<file path="src/sv/swrs_pkg.sv">
// Shared types and constants for the sensor window register sequencer.
package swrs_pkg;

    // Sensor register addresses
    localparam logic [7:0] REG_SOFT_RESET = 8'h0e;
    localparam logic [7:0] REG_MODE       = 8'h40;
    localparam logic [7:0] REG_BIN        = 8'h41;
    localparam logic [7:0] REG_FRAME_H_HI = 8'h50;
    localparam logic [7:0] REG_FRAME_H_LO = 8'h51;
    localparam logic [7:0] REG_FRAME_W_HI = 8'h52;
    localparam logic [7:0] REG_FRAME_W_LO = 8'h53;
    localparam logic [7:0] REG_COL_HI     = 8'h49;
    localparam logic [7:0] REG_COL_LO     = 8'h4a;
    localparam logic [7:0] REG_WIN_W_HI   = 8'h4b;
    localparam logic [7:0] REG_WIN_W_LO   = 8'h4c;
    localparam logic [7:0] REG_ROW_HI     = 8'h45;
    localparam logic [7:0] REG_ROW_LO     = 8'h46;
    localparam logic [7:0] REG_WIN_H_HI   = 8'h47;
    localparam logic [7:0] REG_WIN_H_LO   = 8'h48;
    localparam logic [7:0] REG_CTRL_22    = 8'h22;
    localparam logic [7:0] REG_CTRL_20    = 8'h20;
    localparam logic [7:0] REG_EXP_LO     = 8'h4f;
    localparam logic [7:0] REG_EXP_HI     = 8'h4e;
    localparam logic [7:0] REG_GAIN       = 8'h10;
    localparam logic [7:0] REG_OFFSET     = 8'h23;
    localparam logic [7:0] REG_TRIGGER    = 8'h42;

    // Fixed data bytes
    localparam logic [7:0] SOFT_RESET_ON  = 8'h02;
    localparam logic [7:0] MODE_VALUE     = 8'h6a;
    localparam logic [7:0] BIN_CODE_1     = 8'h10;
    localparam logic [7:0] BIN_CODE_2     = 8'h20;
    localparam logic [7:0] BIN_CODE_4     = 8'h26;
    localparam logic [7:0] EXP_HI_FLAG    = 8'h40;
    localparam logic [7:0] TRIGGER_ON     = 8'h01;
    localparam logic [7:0] BYTE_ZERO      = 8'h00;

    // Size offsets
    localparam logic [15:0] FRAME_H_PAD   = 16'd44;
    localparam logic [15:0] FRAME_W_PAD   = 16'd20;
    localparam logic [15:0] COL_PAD       = 16'd8;
    localparam logic [15:0] ROW_PAD       = 16'd16;

    localparam logic [11:0] TPS_RESET     = 12'd90;

    // Binning factors with a code
    localparam logic [2:0] BIN_X1 = 3'd1;
    localparam logic [2:0] BIN_X2 = 3'd2;
    localparam logic [2:0] BIN_X4 = 3'd4;

    // Write sequence, one state per register write
    typedef enum logic [4:0] {
        ST_SOFT_RST_SET, ST_SOFT_RST_CLR, ST_MODE, ST_BIN,
        ST_FRAME_H_HI, ST_FRAME_H_LO, ST_FRAME_W_HI, ST_FRAME_W_LO,
        ST_COL_HI, ST_COL_LO, ST_WIN_W_HI, ST_WIN_W_LO,
        ST_ROW_HI, ST_ROW_LO, ST_WIN_H_HI, ST_WIN_H_LO,
        ST_CTRL_22, ST_CTRL_20, ST_EXP_LO, ST_EXP_HI, ST_EXP_HI_FLAG,
        ST_GAIN, ST_OFFSET, ST_TRIG_SET, ST_TRIG_CLR
    } seq_state_t;

    // Everything a run needs, derived once at accept
    typedef struct packed {
        logic [15:0] frame_h;
        logic [15:0] frame_w;
        logic [15:0] col_start;
        logic [15:0] win_w;
        logic [15:0] row_start;
        logic [15:0] win_h;
        logic [15:0] ticks;
        logic [7:0]  gain;
        logic [7:0]  offset;
        logic        bin_ok;
        logic [7:0]  bin_code;
    } job_t;

endpackage

</file>
<file path="src/sv/swrs_calc.sv">
// Derives the register words of one exposure request from its fields.
module swrs_calc (
    input  logic [11:0]   width_cols,
    input  logic [11:0]   height_rows,
    input  logic [2:0]    bin_factor,
    input  logic [11:0]   start_col,
    input  logic [11:0]   start_row,
    input  logic [15:0]   exposure_time,
    input  logic [7:0]    gain_value,
    input  logic [7:0]    offset_value,
    input  logic [11:0]   ticks_per_second,
    output swrs_pkg::job_t job
);

    logic [15:0] bin16;
    logic [15:0] wb;
    logic [27:0] exp_prod;
    logic [23:0] exp_shift;

    assign bin16     = {13'd0, bin_factor};
    assign wb        = {4'd0, width_cols} * bin16;
    assign exp_prod  = {12'd0, exposure_time} * {16'd0, ticks_per_second};
    assign exp_shift = exp_prod[27:4];

    always_comb
    begin
        job.frame_h   = {4'd0, height_rows} + swrs_pkg::FRAME_H_PAD;
        job.frame_w   = wb + swrs_pkg::FRAME_W_PAD;
        job.col_start = {4'd0, start_col} * bin16 + swrs_pkg::COL_PAD;
        job.win_w     = wb;
        job.row_start = {4'd0, start_row} * bin16 + swrs_pkg::ROW_PAD;
        job.win_h     = {4'd0, height_rows} * bin16;
        // zero check is on the whole shifted product, not its low 16 bits
        job.ticks     = (exp_shift == 24'd0) ? 16'd1 : exp_shift[15:0];
        job.gain      = gain_value;
        job.offset    = offset_value;
        case (bin_factor)
            swrs_pkg::BIN_X1:
            begin
                job.bin_ok   = 1'b1;
                job.bin_code = swrs_pkg::BIN_CODE_1;
            end
            swrs_pkg::BIN_X2:
            begin
                job.bin_ok   = 1'b1;
                job.bin_code = swrs_pkg::BIN_CODE_2;
            end
            swrs_pkg::BIN_X4:
            begin
                job.bin_ok   = 1'b1;
                job.bin_code = swrs_pkg::BIN_CODE_4;
            end
            default:
            begin
                job.bin_ok   = 1'b0;
                job.bin_code = swrs_pkg::BYTE_ZERO;
            end
        endcase
    end

endmodule

</file>
<file path="src/sv/sensor_window_register_sequencer_top.sv">
// Top level: exposure request in, ordered sensor register writes out.
//
// Input channel (in_valid/in_stall) carries one start-exposure request per
// transaction. Output channel (out_valid/out_stall) carries one register
// write per transaction: reg_addr, reg_data, and last_write on the final
// write of the run. All writes target device 0x66, which is implied.
// The ticks_per_second register is written with cfg_write_en/cfg_write_data;
// the user must write it only while the block is idle, which the block
// itself does not enforce. A request is registered into the job register
// at accept, and each write then passes through the output register. A run
// is 25 writes, or 24 when the bin factor has no code. Writes leave at one
// per cycle while out_stall is low; the single output register sets that
// rate. The next request is accepted in the cycle the last write of a run is
// loaded into the output register, so runs follow each other without a gap.
// Reset clears the run and output valid, and sets ticks_per_second to 90.
// While out_stall is high the current write holds and the sequence pauses;
// in_stall stays high until the run's last write has been loaded.
module sensor_window_register_sequencer_top (
    input  logic        clk,
    input  logic        rst_n,
    input  logic        cfg_write_en,
    input  logic [11:0] cfg_write_data,
    input  logic        in_valid,
    output logic        in_stall,
    input  logic [11:0] width_cols,
    input  logic [11:0] height_rows,
    input  logic [2:0]  bin_factor,
    input  logic [11:0] start_col,
    input  logic [11:0] start_row,
    input  logic [15:0] exposure_time,
    input  logic [7:0]  gain_value,
    input  logic [7:0]  offset_value,
    output logic        out_valid,
    input  logic        out_stall,
    output logic [7:0]  reg_addr,
    output logic [7:0]  reg_data,
    output logic        last_write
);

    logic [11:0]             tps_reg;
    swrs_pkg::job_t          job_calc;
    swrs_pkg::job_t          job_reg;
    logic                    job_valid_reg;
    logic                    job_valid_next;
    swrs_pkg::seq_state_t    state_reg;
    swrs_pkg::seq_state_t    state_next;
    logic                    out_valid_reg;
    logic                    out_valid_next;
    logic [7:0]              addr_reg;
    logic [7:0]              data_reg;
    logic                    last_reg;
    logic [7:0]              wr_addr;
    logic [7:0]              wr_data;
    logic                    wr_last;
    logic                    emit;
    logic                    in_accept;

    swrs_calc u_calc (
        .width_cols       (width_cols),
        .height_rows      (height_rows),
        .bin_factor       (bin_factor),
        .start_col        (start_col),
        .start_row        (start_row),
        .exposure_time    (exposure_time),
        .gain_value       (gain_value),
        .offset_value     (offset_value),
        .ticks_per_second (tps_reg),
        .job              (job_calc)
    );

    // a write moves into the output register when it is empty or draining
    assign emit      = job_valid_reg && (!out_valid_reg || !out_stall);
    assign in_stall  = job_valid_reg && !(emit && wr_last);
    assign in_accept = in_valid && !in_stall;

    // next state
    always_comb
    begin
        state_next = state_reg;
        if (in_accept)
        begin
            state_next = swrs_pkg::ST_SOFT_RST_SET;
        end
        else if (emit)
        begin
            if (state_reg == swrs_pkg::ST_MODE && !job_reg.bin_ok)
            begin
                state_next = swrs_pkg::ST_FRAME_H_HI;
            end
            else if (state_reg == swrs_pkg::ST_TRIG_CLR)
            begin
                state_next = swrs_pkg::ST_SOFT_RST_SET;
            end
            else
            begin
                state_next = swrs_pkg::seq_state_t'(state_reg + 5'd1);
            end
        end
    end

    // write produced by the current state
    always_comb
    begin
        wr_last = 1'b0;
        case (state_reg)
            swrs_pkg::ST_SOFT_RST_SET:
            begin
                wr_addr = swrs_pkg::REG_SOFT_RESET;
                wr_data = swrs_pkg::SOFT_RESET_ON;
            end
            swrs_pkg::ST_SOFT_RST_CLR:
            begin
                wr_addr = swrs_pkg::REG_SOFT_RESET;
                wr_data = swrs_pkg::BYTE_ZERO;
            end
            swrs_pkg::ST_MODE:
            begin
                wr_addr = swrs_pkg::REG_MODE;
                wr_data = swrs_pkg::MODE_VALUE;
            end
            swrs_pkg::ST_BIN:
            begin
                wr_addr = swrs_pkg::REG_BIN;
                wr_data = job_reg.bin_code;
            end
            swrs_pkg::ST_FRAME_H_HI:
            begin
                wr_addr = swrs_pkg::REG_FRAME_H_HI;
                wr_data = job_reg.frame_h[15:8];
            end
            swrs_pkg::ST_FRAME_H_LO:
            begin
                wr_addr = swrs_pkg::REG_FRAME_H_LO;
                wr_data = job_reg.frame_h[7:0];
            end
            swrs_pkg::ST_FRAME_W_HI:
            begin
                wr_addr = swrs_pkg::REG_FRAME_W_HI;
                wr_data = job_reg.frame_w[15:8];
            end
            swrs_pkg::ST_FRAME_W_LO:
            begin
                wr_addr = swrs_pkg::REG_FRAME_W_LO;
                wr_data = job_reg.frame_w[7:0];
            end
            swrs_pkg::ST_COL_HI:
            begin
                wr_addr = swrs_pkg::REG_COL_HI;
                wr_data = job_reg.col_start[15:8];
            end
            swrs_pkg::ST_COL_LO:
            begin
                wr_addr = swrs_pkg::REG_COL_LO;
                wr_data = job_reg.col_start[7:0];
            end
            swrs_pkg::ST_WIN_W_HI:
            begin
                wr_addr = swrs_pkg::REG_WIN_W_HI;
                wr_data = job_reg.win_w[15:8];
            end
            swrs_pkg::ST_WIN_W_LO:
            begin
                wr_addr = swrs_pkg::REG_WIN_W_LO;
                wr_data = job_reg.win_w[7:0];
            end
            swrs_pkg::ST_ROW_HI:
            begin
                wr_addr = swrs_pkg::REG_ROW_HI;
                wr_data = job_reg.row_start[15:8];
            end
            swrs_pkg::ST_ROW_LO:
            begin
                wr_addr = swrs_pkg::REG_ROW_LO;
                wr_data = job_reg.row_start[7:0];
            end
            swrs_pkg::ST_WIN_H_HI:
            begin
                wr_addr = swrs_pkg::REG_WIN_H_HI;
                wr_data = job_reg.win_h[15:8];
            end
            swrs_pkg::ST_WIN_H_LO:
            begin
                wr_addr = swrs_pkg::REG_WIN_H_LO;
                wr_data = job_reg.win_h[7:0];
            end
            swrs_pkg::ST_CTRL_22:
            begin
                wr_addr = swrs_pkg::REG_CTRL_22;
                wr_data = swrs_pkg::BYTE_ZERO;
            end
            swrs_pkg::ST_CTRL_20:
            begin
                wr_addr = swrs_pkg::REG_CTRL_20;
                wr_data = swrs_pkg::BYTE_ZERO;
            end
            swrs_pkg::ST_EXP_LO:
            begin
                wr_addr = swrs_pkg::REG_EXP_LO;
                wr_data = job_reg.ticks[7:0];
            end
            swrs_pkg::ST_EXP_HI:
            begin
                wr_addr = swrs_pkg::REG_EXP_HI;
                wr_data = job_reg.ticks[15:8];
            end
            swrs_pkg::ST_EXP_HI_FLAG:
            begin
                // high byte again with the latch flag, wraps mod 256
                wr_addr = swrs_pkg::REG_EXP_HI;
                wr_data = job_reg.ticks[15:8] + swrs_pkg::EXP_HI_FLAG;
            end
            swrs_pkg::ST_GAIN:
            begin
                wr_addr = swrs_pkg::REG_GAIN;
                wr_data = job_reg.gain;
            end
            swrs_pkg::ST_OFFSET:
            begin
                wr_addr = swrs_pkg::REG_OFFSET;
                wr_data = job_reg.offset;
            end
            swrs_pkg::ST_TRIG_SET:
            begin
                wr_addr = swrs_pkg::REG_TRIGGER;
                wr_data = swrs_pkg::TRIGGER_ON;
            end
            swrs_pkg::ST_TRIG_CLR:
            begin
                wr_addr = swrs_pkg::REG_TRIGGER;
                wr_data = swrs_pkg::BYTE_ZERO;
                wr_last = 1'b1;
            end
            default:
            begin
                wr_addr = swrs_pkg::BYTE_ZERO;
                wr_data = swrs_pkg::BYTE_ZERO;
            end
        endcase
    end

    always_comb
    begin
        job_valid_next = job_valid_reg;
        if (in_accept)
        begin
            job_valid_next = 1'b1;
        end
        else if (emit && wr_last)
        begin
            job_valid_next = 1'b0;
        end

        out_valid_next = out_valid_reg;
        if (emit)
        begin
            out_valid_next = 1'b1;
        end
        else if (!out_stall)
        begin
            out_valid_next = 1'b0;
        end
    end

    always_ff @(posedge clk or negedge rst_n)
    begin
        if (!rst_n)
        begin
            tps_reg       <= swrs_pkg::TPS_RESET;
            job_valid_reg <= 1'b0;
            state_reg     <= swrs_pkg::ST_SOFT_RST_SET;
            out_valid_reg <= 1'b0;
        end
        else
        begin
            if (cfg_write_en)
            begin
                tps_reg <= cfg_write_data;
            end
            job_valid_reg <= job_valid_next;
            state_reg     <= state_next;
            out_valid_reg <= out_valid_next;
        end
    end

    always_ff @(posedge clk)
    begin
        if (in_accept)
        begin
            job_reg <= job_calc;
        end
        if (emit)
        begin
            addr_reg <= wr_addr;
            data_reg <= wr_data;
            last_reg <= wr_last;
        end
    end

    assign out_valid  = out_valid_reg;
    assign reg_addr   = addr_reg;
    assign reg_data   = data_reg;
    assign last_write = last_reg;

endmodule
</file>
<file path="config.mk">
export PLATFORM = sky130hd
export DESIGN_NAME = sensor_window_register_sequencer_top
export DESIGN_NICKNAME = d
export VERILOG_FILES = /design/src/sv/swrs_pkg.sv /design/src/sv/swrs_calc.sv /design/src/sv/sensor_window_register_sequencer_top.sv
export SDC_FILE = /design/constraint.sdc
export NUM_CORES = 1
export LEC_CHECK = 0
export BUFFER_PORTS_ARGS = -buffer_cell sky130_fd_sc_hd__buf_4
export CORE_MARGIN = 4
export CORE_UTILIZATION = 25
export CTS_CLUSTER_SIZE = 8
export DETAILED_ROUTE_END_ITERATION = 8
export RECOVER_POWER = 50
export SETUP_SLACK_MARGIN = 0.2
export SLEW_MARGIN = 20
export SYNTH_ARGS = -nofsm -noshare
export SYNTH_HDL_FRONTEND = slang
export SYNTH_SLANG_ARGS = --single-unit
export TNS_END_PERCENT = 100
</file>
<file path="constraint.sdc">
create_clock -name clk -period 10.5 [get_ports clk]
set_input_delay 1.05 -clock clk [delete_from_list [all_inputs] [get_ports clk]]
set_output_delay 1.05 -clock clk [all_outputs]
set_load 0.05 [all_outputs]
</file>
==> impl_metrics.py, run 1 <==
metrics = {
    "outcome": {
        "status": "finished, violations left",
        "violations": "capacitance limit, slew limit",
    },
    "worst_setup_path": {
        "arrival_ns": 6.29,
        "slowest_stage": "dfrtp_1",
        "r2r-end": "job_reg[25]$_SDFFCE_PN1P_",
        "slowest_delay_ns": 0.76,
        "crit_chain": "nand2_1 -> fa_1 -> fa_1 -> fa_1 -> fa_1 -> fa_1 -> inv_1 -> ha_1 -> a21oi_1 -> o21ai_0 -> a211oi_1 -> o21ai_0 -> a41oi_1 -> o21ai_0 -> a31oi_1 -> xor2_1 -> a41o_1",
        "reg2regPathDepth": 17,
        "r2r-start": "tps_reg[8]$_DFFE_PN0P_",
        "worstPathRequired_ns": 10.69,
        "path_depth": 17,
        "crit_family": "adder cells",
        "crit_path_start_kind": "flop",
        "crit_buf_inv": 1,
        "crit_type": "reg -> reg",
        "cp_common_cell": "fa_1",
        "crit_path_end_kind": "flop",
        "reg2reg_slack_ns": 4.40,
        "critPathLaunch": "tps_reg[8]$_DFFE_PN0P_",
        "crit_path_end": "job_reg[25]$_SDFFCE_PN1P_",
        "worstPathMaxFanout": 17,
    },
    "sta": {
        "final.min_clock_period_ns": 6.10,
        "hold_viol": 0,
        "relSlewSlack_pct": -120,
        "finalWorstSetupSlack_ns": 4.40,
        "fmax_mhz": 164,
        "tightest_slew_ns": 3.29,
        "setup-violations-final": 0,
        "slew_viol_final": 104,
        "whs_ns": 0.508,
        "fin_crit_sh_pct": 58.1,
        "finClkSkew_ns": 0.0136,
        "tns_ns": 0,
        "rsz0062_at_grt": "no",
    },
    "cts": {
        "holdBufCountCts": 0,
        "htreeDepth": 4,
        "clockBufferDepth": 2,
        "clock_sinks": 160,
        "clk_pin_slew_ns": 0.07,
        "cts_setup_buffers": 0,
        "root_buffer": "clkbuf_16",
        "cts_tree": "done",
        "clock_latency_ns": 0.44,
        "cts_buffers": 17,
        "post_cts_resize_count": 0,
    },
    "synthesis": {
        "synth_cells": 1775,
        "yosysWarnings": 0,
        "synth_area_leaders": "edfxtp_1 25%, fa_1 22%, ha_1 9.5%, nand2_1 6.7%, inv_1 5.9%",
        "synthArstFlopShare_pct": 11.9,
        "ys_types": 73,
        "synth_nets": 2187,
        "post_synth.cell_area_avg_um2": 9.49,
        "synth_common_cells": "302 x nand2_1, 263 x inv_1, 184 x fa_1, 141 x edfxtp_1, 128 x ha_1",
        "synth-edff-count": 141,
        "yosysMostFrequentCell": "nand2_1",
        "ys_ff_latch": 160,
        "netlist_area_um2": 16800,
        "synth_top_area_cell": "edfxtp_1",
        "synthFlopType": "edfxtp_1",
        "synth_top_area_share_pct": 25.1,
        "synth.yosys.seq_area_share_pct": 28.0,
    },
    "finish": {
        "nFillCells": 6916,
        "final_area_um2": 19100,
        "largest_reg_flops": 125,
        "area_growth_pct": 13.4,
        "final_nets": 2254,
        "drive_above_1_share_pct": 8.79,
        "fin_cells": 2721,
        "final_util_pct": 28.8,
    },
    "place": {
        "port-buffer-count": 117,
        "dp_hpwl_mm": 38.3,
        "placed_cells": 2687,
        "dpl_cell_area_um2": 18600,
        "place_ws_ns": 3.97,
        "routabilityCongestion": 0.938,
    },
    "power": {
        "power_frac_comb_pct": 70.9,
        "powerDensity_nw_per_um2": 293,
        "share_seq_of_total_power_pct": 17.2,
        "clockPowerShare_pct": 11.9,
        "finalPower_mw": 5.59,
        "swShare_pct": 50.5,
        "p_int_mw": 2.77,
        "ir_worst_vdd_mv": 0.276,
        "leakagePower_nw": 8.42,
        "power_switching_mw": 2.82,
    },
    "detailed_routing": {
        "drt_pass1_iterations": 8,
        "wirelength_mm": 47.3,
        "wire_per_inst_um": 17.4,
        "via_count": 12800,
        "ant_nets": 0,
        "drc": 0,
        "wl_met2_mm": 22.5,
        "wl_met3_mm": 2.82,
        "drt-met1-wl_mm": 20.9,
        "drt_iter0_drc": 1033,
        "maxUsedRoutingLayer": "met5",
        "viasPerCell": 4.71,
    },
    "grt": {
        "grt_pass1_vias": 13300,
        "grt_usage_pct": 13.3,
        "overflow": 0,
        "grt_max_degree": 81,
        "grt_pass1_wl_mm": 74.6,
        "antenna_found_initial": 5,
    },
    "floorplanning": {
        "die_area_um2": 71600,
        "start_util_pct": 25.4,
        "die_y_um": 268,
        "top_level_ports": 119,
        "rows": 94,
        "die_x_um": 268,
        "core_um2": 66200,
    },
    "job": {
        "timing.max_cap.violations": 2,
    },
    "min_path": {
        "hold_path_class": "reg -> reg",
    },
}
## cell usage in the layout, fill, tap and decap left out, types with 6 or more instances in the layout
master / Yosys / final
a21o_1: 17 / 17
a21oi_1: 55 / 55
a221oi_1: 10 / 10
a22oi_1: 21 / 21
a31oi_1: 9 / 9
a32oi_1: 7 / 7
and2_0: 0 / 7
and2_1: 109 / 102
and3_1: 8 / 8
buf_4: 1 / 81
clkbuf_1: 67 / 25
clkbuf_16: 0 / 17
clkbuf_4: 0 / 16
dfrtp_1: 15 / 15
edfxtp_1: 141 / 141
fa_1: 184 / 184
ha_1: 128 / 128
inv_1: 263 / 263
mux2_2: 15 / 15
mux2i_1: 6 / 6
nand2_1: 302 / 302
nand2b_1: 11 / 11
nand3_1: 26 / 26
nand4_1: 14 / 14
nor2_1: 78 / 78
nor2b_1: 9 / 9
nor3_1: 35 / 34
o21a_1: 8 / 8
o21ai_0: 41 / 41
xnor2_1: 60 / 60
xor2_1: 37 / 37
## layer usage
| metal | GRT usage [%] | up-vias |
|---|---|---|
| met3 | 2.84 | 71 |
| met5 | 0 | - |
| li1 | - | 5953 |
| met1 | 17.6 | 6408 |
| met2 | 22.5 | 370 |
| met4 | 2.87 | 8 |
## logic make-up (layout without fill, tap and decap cells)
| logic type | after synthesis | after routing | share of synthesized area [%] |
|---|---|---|---|
| mux | 22 | 22 | 1.45 |
| buf+inv | 337 | 417 | 7.54 |
| compound gates | 226 | 226 | 9.45 |
| simple gates | 620 | 620 | 17.1 |
| flops | 160 | 160 | 28.0 |
| xor+xnor | 97 | 97 | 5.04 |
| fa+ha+maj | 312 | 312 | 31.4 |
| other cells | 1 | 3 | 0.0223 |
## area by class of cell
| cell class | count | area, µm² | share of cell area, % |
|---|---|---|---|
| Sequential cell | 160 | 4710 | 24.7 |
| Multi-Input combinational cell | 1278 | 10900 | 56.9 |
| Timing Repair Buffer | 122 | 822 | 4.30 |
| Clock buffer | 17 | 425 | 2.23 |
| Antenna cell | 2 | 5.00 | 0.0262 |
| Inverter | 263 | 987 | 5.17 |
| Clock inverter | 15 | 201 | 1.05 |
| Tap cell | 864 | 1080 | 5.66 |
## worst reg2reg max path, cell delays in order (launching register included)
cell      delay [ns]
dfrtp_1         0.76
nand2_1         0.18
fa_1            0.59
fa_1            0.46
fa_1            0.52
fa_1            0.52
fa_1            0.54
inv_1           0.05
ha_1            0.43
a21oi_1         0.22
o21ai_0         0.15
a211oi_1        0.24
o21ai_0         0.14
a41oi_1         0.33
o21ai_0         0.21
a31oi_1         0.24
xor2_1          0.09
a41o_1          0.18
## power groups by stage
stage               clock [mW]  combinational, mW  sequential, mW
finish                   0.666               3.97           0.960
global route             0.712               4.45           0.966
CTS                      0.681               4.04           0.959
detailed placement           0               4.02           0.973
global placement             0               4.01           0.971
floorplan                    0               2.88            1.03
## worst min-delay path by stage
stage	start	to	slack (ns)	depth (start not counted)
after floorplan	job_valid_reg$_DFFE_PN0P_	out_valid$_DFFE_PN0P_	0.46	1
after global placement	job_valid_reg$_DFFE_PN0P_	out_valid$_DFFE_PN0P_	0.48	1
after detailed placement	job_valid_reg$_DFFE_PN0P_	out_valid$_DFFE_PN0P_	0.50	1
after CTS	rst_n	out_valid$_DFFE_PN0P_	0.49	1
after global routing	job_valid_reg$_DFFE_PN0P_	out_valid$_DFFE_PN0P_	0.53	1
final	job_valid_reg$_DFFE_PN0P_	out_valid$_DFFE_PN0P_	0.51	1
No activity file was read; power rests on OpenSTA's default activity.
==> run 2: changes to the inputs <==
- ABC_AREA: not set -> 1
- clock period: 10.5 -> 5.45 ns (I/O delays scaled with it)
==> impl_metrics.py, run 2 <==
metrics = {
    "outcome": {
        "status": "finished, violations left",
        "violations": "capacitance limit, slew limit",
    },
    "place": {
        "routabilityCongestion": 0.855,
        "placed_cells": 3347,
        "dpl_cell_area_um2": 20100,
        "dp_hpwl_mm": 41.4,
        "place_ws_ns": 0.101,
        "port-buffer-count": 117,
    },
    "cts": {
        "clockBufferDepth": 2,
        "htreeDepth": 4,
        "clock_sinks": 160,
        "clk_pin_slew_ns": 0.08,
        "cts_buffers": 17,
        "cts_tree": "done",
        "clock_latency_ns": 0.47,
        "root_buffer": "clkbuf_16",
    },
    "detailed_routing": {
        "drt_pass1_iterations": 7,
        "viasPerCell": 4.40,
        "drt_iter0_drc": 914,
        "drc": 0,
        "via_count": 14900,
        "wire_per_inst_um": 14.9,
        "ant_nets": 0,
        "wirelength_mm": 50.5,
    },
    "finish": {
        "multi_input_area_um2": 11400,
        "area_growth_pct": 16.0,
        "nFillCells": 7783,
        "layout.cells.most_common": "nand2_1",
        "final_nets": 2847,
        "final_util_pct": 29.4,
        "final_area_um2": 21100,
        "fin_cells": 3399,
        "layout_common_cells": "729 x nand2_1, 538 x inv_1, 177 x fa_1",
        "largest_reg_flops": 125,
        "seq_area_um2": 4720,
        "drive_above_1_share_pct": 10.5,
    },
    "synthesis": {
        "yosysMostFrequentCell": "nand2_1",
        "netlist_area_um2": 18200,
        "ys_ff_latch": 160,
        "synth.yosys.seq_area_share_pct": 26.0,
        "synth_top_area_share_pct": 23.3,
        "synth_top_area_cell": "edfxtp_1",
        "synth_cells": 2323,
        "synthFlopType": "edfxtp_1",
        "synthArstFlopShare_pct": 11.9,
        "synth_nets": 2735,
        "ys_types": 50,
        "post_synth.cell_area_avg_um2": 7.81,
        "synth_common_cells": "745 x nand2_1, 538 x inv_1, 184 x fa_1, 141 x edfxtp_1, 128 x ha_1",
        "synth-edff-count": 141,
        "yosysWarnings": 0,
        "synth_area_leaders": "edfxtp_1 23%, fa_1 20%, nand2_1 15%, inv_1 11%, ha_1 8.8%",
    },
    "grt": {
        "grt_max_degree": 80,
        "grt_usage_pct": 13.1,
        "grt_pass1_wl_mm": 79.8,
        "grt_pass1_vias": 14800,
        "antenna_found_initial": 4,
        "overflow": 0,
    },
    "sta": {
        "whs_ns": 0.286,
        "setup-violations-final": 0,
        "tightest_slew_ns": 3.09,
        "slew_viol_final": 124,
        "finClkSkew_ns": 0.0201,
        "fin_crit_sh_pct": 95.3,
        "tns_ns": 0,
        "rsz0062_at_grt": "no",
        "final.min_clock_period_ns": 5.20,
        "fmax_mhz": 192,
        "hold_viol": 0,
        "relSlewSlack_pct": -106,
        "finalWorstSetupSlack_ns": 0.255,
    },
    "floorplanning": {
        "rows": 98,
        "core_um2": 71700,
        "start_util_pct": 25.3,
        "top_level_ports": 119,
        "die_area_um2": 77000,
        "die_x_um": 277,
        "die_y_um": 277,
    },
    "power": {
        "share_seq_of_total_power_pct": 14.1,
        "power_frac_comb_pct": 76.9,
        "swShare_pct": 53.2,
        "leakagePower_nw": 10.8,
        "powerDensity_nw_per_um2": 642,
        "finalPower_mw": 13.5,
        "power_switching_mw": 7.20,
        "p_int_mw": 6.32,
        "ir_worst_vdd_mv": 0.664,
        "clockPowerShare_pct": 9.0,
    },
    "worst_setup_path": {
        "worstPathMaxFanout": 6,
        "crit_type": "reg -> reg",
        "crit_path_start_kind": "flop",
        "crit_path_end_kind": "flop",
        "worstPathRequired_ns": 5.66,
        "arrival_ns": 5.40,
    },
    "min_path": {
        "hold_path_class": "in -> reg",
    },
    "job": {
        "timing.max_cap.violations": 2,
    },
}
==> run 2: layout make-up <==
| cell class | count | share of cell area [%] |
|---|---|---|
| Tap cell | 950 | 5.64 |
| Multi-Input combinational cell | 1557 | 54.3 |
| Inverter | 544 | 9.70 |
| Sequential cell | 160 | 22.4 |
| Timing Repair Buffer | 155 | 5.23 |
| Clock buffer | 17 | 2.02 |
| Clock inverter | 14 | 0.677 |
| Antenna cell | 2 | 0.0238 |
==> run 2: kinds of logic after synthesis <==
| family | after synthesis | synth area share [%] |
|---|---|---|
| AOI/OAI and AO/OA | 140 | 4.86 |
| xor gates and xnor gates | 61 | 3.25 |
| adders and majority gates | 312 | 29.1 |
| buffers and inverters | 606 | 12.6 |
| DFF | 160 | 26.0 |
| muxes | 11 | 0.682 |
| other | 1 | 0.0207 |
| and+or+nand+nor | 1032 | 23.5 |
==> run 2: worst paths after layout <==
kind	startpoint	to	slack (ns)	depth (start not counted)
max	tps_reg[6]$_DFFE_PN1P_	job_reg[25]$_SDFFCE_PN1P_	0.25	23
max reg2reg	tps_reg[6]$_DFFE_PN1P_	job_reg[25]$_SDFFCE_PN1P_	0.25	23
max in group asynchronous	rst_n	tps_reg[11]$_DFFE_PN0P_	3.52	2
min reg2reg	out_valid$_DFFE_PN0P_	out_valid$_DFFE_PN0P_	0.53	2
min	gain_value[1]	job_reg[18]$_DFFE_PP_	0.29	1
min in group asynchronous	rst_n	tps_reg[2]$_DFFE_PN0P_	0.97	2
==> run 2: repair_timing <==
action / 4_1_cts / 5_1_grt
resized for setup: 3 / 84
gates cloned: 0 / 0
pin swaps: 0 / 22
setup endpoints to repair: 1 / 6
buffers inserted: 2 / 16
hold buffers: 1 / 0
hold endpoints to repair: 15 / 0
==> run 2: metal layers <==
| metal | up-vias | GRT usage, % | share of wire [%] |
|---|---|---|---|
| li1 | 7314 | - | - |
| met1 | 7203 | 16.6 | 44 |
| met2 | 349 | 22.5 | 48 |
| met3 | 73 | 2.58 | 5.3 |
| met5 | - | 0 | 0 |
| met4 | 0 | 4.05 | 2.7 |
==> run 2: power groups by stage <==
stage | Clock (mW) | Combinational, mW | Sequential, mW
global route | 1.30 | 11.6 | 1.92
detailed placement | 0 | 8.73 | 1.93
CTS | 1.25 | 8.86 | 1.91
finish | 1.22 | 10.4 | 1.90
global placement | 0 | 8.78 | 1.93
floorplan | 0 | 5.88 | 2.07
==> run 2: critical path: stages (launching register included) <==
cell	delay, ns
dfstp_1	0.63
buf_12	0.15
nand2_1	0.07
fa_1	0.53
inv_1	0.05
fa_1	0.57
fa_1	0.45
fa_1	0.49
inv_1	0.05
fa_1	0.47
inv_1	0.06
ha_4	0.24
nand2_1	0.06
nand2_1	0.08
inv_1	0.11
nand2_2	0.07
nand3b_1	0.21
xor2_1	0.24
buf_4	0.15
nor2_1	0.04
nand2_1	0.05
nor2_1	0.04
nand2_1	0.05
nand2_1	0.04
==> run 3: changes to the inputs <==
- ABC_AREA: 1 -> 0
==> impl_metrics.py, run 3 (synthesis results as in run 1) <==
metrics = {
    "cts": {
        "root_buffer": "clkbuf_16",
        "clockBufferDepth": 2,
        "clock_latency_ns": 0.44,
        "clock_sinks": 160,
        "cts_tree": "done",
        "htreeDepth": 4,
        "cts_buffers": 17,
        "clk_pin_slew_ns": 0.08,
    },
    "sta": {
        "finClkSkew_ns": 0.0204,
        "finalWorstSetupSlack_ns": -0.263,
        "setup-violations-final": 2,
        "fin_crit_sh_pct": 105,
        "hold_viol": 0,
        "relSlewSlack_pct": -21.6,
        "whs_ns": 0.297,
        "rsz0062_at_grt": "yes",
        "slew_viol_final": 38,
        "final.min_clock_period_ns": 5.71,
        "tns_ns": -0.319,
        "fmax_mhz": 175,
        "tightest_slew_ns": 1.82,
    },
    "finish": {
        "largest_reg_flops": 125,
        "layout_common_cells": "299 x nand2_1, 260 x inv_1, 228 x buf_4",
        "multi_input_area_um2": 11200,
        "final_area_um2": 20700,
        "area_growth_pct": 22.8,
        "layout.cells.most_common": "nand2_1",
        "diodes": 0,
        "drive_above_1_share_pct": 19.0,
        "final_nets": 2398,
        "seq_area_um2": 4720,
        "nFillCells": 6791,
    },
    "detailed_routing": {
        "wl_met2_mm": 23.4,
        "wl_met3_mm": 2.83,
        "ant_nets": 0,
        "drc": 0,
        "drt_pass1_iterations": 8,
        "maxUsedRoutingLayer": "met5",
        "viasPerCell": 4.65,
        "wirelength_mm": 48.6,
        "wire_per_inst_um": 17.0,
        "via_count": 13300,
        "drt-met1-wl_mm": 21.6,
        "drt_iter0_drc": 724,
    },
    "grt": {
        "antenna_found_initial": 6,
        "grt_pass1_wl_mm": 77.1,
        "overflow": 0,
        "grt_pass1_vias": 13800,
        "grt_usage_pct": 13.7,
        "grt_max_degree": 52,
    },
    "floorplanning": {
        "die_y_um": 268,
        "top_level_ports": 119,
        "rows": 94,
        "core_um2": 66200,
        "start_util_pct": 25.4,
        "die_x_um": 268,
        "die_area_um2": 71600,
    },
    "place": {
        "port-buffer-count": 117,
        "dpl_cell_area_um2": 19500,
        "routabilityCongestion": 0.905,
        "dp_hpwl_mm": 40.0,
        "place_ws_ns": -0.425,
    },
    "worst_setup_path": {
        "crit_path_end_kind": "flop",
        "worstPathMaxFanout": 4,
        "arrival_ns": 6.01,
        "crit_path_start_kind": "flop",
        "crit_type": "reg -> reg",
        "worstPathRequired_ns": 5.75,
    },
    "outcome": {
        "status": "finished, violations left",
        "violations": "capacitance limit, slew limit, setup timing",
    },
    "job": {
        "timing.max_cap.violations": 1,
    },
    "power": {
        "finalPower_mw": 14.6,
        "leakagePower_nw": 9.26,
        "ir_worst_vdd_mv": 0.648,
        "powerDensity_nw_per_um2": 705,
    },
    "min_path": {
        "hold_path_class": "in -> reg",
    },
}
-- run 3: what timing repair did --
action                     CTS  global route
pin swaps                   35            43
gates resized for setup     50            26
hold buffers                 1             0
setup endpoints to repair    8             9
buffers inserted            16             6
hold endpoints to repair     1             0
-- run 3: routing by layer --
metal	vias up	track usage, %
li1	6253	-
met1	6629	18.4
met2	347	23.4
met3	60	2.52
met4	12	2.22
met5	-	0
-- run 3: final timing paths --
kind	slack, ns	start	endpoint	cells past startpoint
max	-0.26	tps_reg[6]$_DFFE_PN1P_	job_reg[25]$_SDFFCE_PN1P_	19
min	0.30	offset_value[4]	job_reg[13]$_DFFE_PP_	1
max reg2reg	-0.26	tps_reg[6]$_DFFE_PN1P_	job_reg[25]$_SDFFCE_PN1P_	19
min reg2reg	0.51	job_valid_reg$_DFFE_PN0P_	out_valid$_DFFE_PN0P_	1
max in group asynchronous	3.47	rst_n	tps_reg[8]$_DFFE_PN0P_	2
min in group asynchronous	0.99	rst_n	state_reg[4]$_DFFE_PN0P_	2
-- run 3: report_power, final --
group	internal, mW	total (mW)	switching [mW]
registers	1.73	1.84	0.111
clock network	0.662	1.25	0.589
logic	5.49	11.5	5.99
-- run 3: critical path, stage by stage (launching register included) --
cell,delay [ns]
dfstp_4,0.65
buf_12,0.12
buf_6,0.09
nand2_2,0.05
fa_1,0.54
inv_1,0.05
fa_1,0.51
fa_1,0.44
fa_1,0.49
inv_1,0.05
fa_1,0.49
inv_2,0.05
ha_4,0.27
nand4_1,0.16
or3_4,0.43
a31oi_4,0.23
a31oi_4,0.13
mux2_4,0.32
a2111oi_4,0.30
a41o_1,0.20
-- run 3: final cells by class --
class | count | share of cell area [%]
clock buffer | 17 | 2.06
clock inverter | 15 | 0.938
inverter | 263 | 4.77
multi-input combinational | 1278 | 54.1
sequential | 160 | 22.8
tap | 864 | 5.23
timing repair buffer | 266 | 10.1
-- run 3: through the flow --
| stage | utilization (%) | cells |
|---|---|---|
| 4_1_cts | 31.0 | 2857 |
| 3_3_place_gp | 29.5 | 2808 |
| 5_1_grt | 31.2 | 2863 |
| 2_1_floorplan | - | 1775 |
| 6_report | 31.2 | 2863 |
| 3_5_place_dp | 29.5 | 2808 |
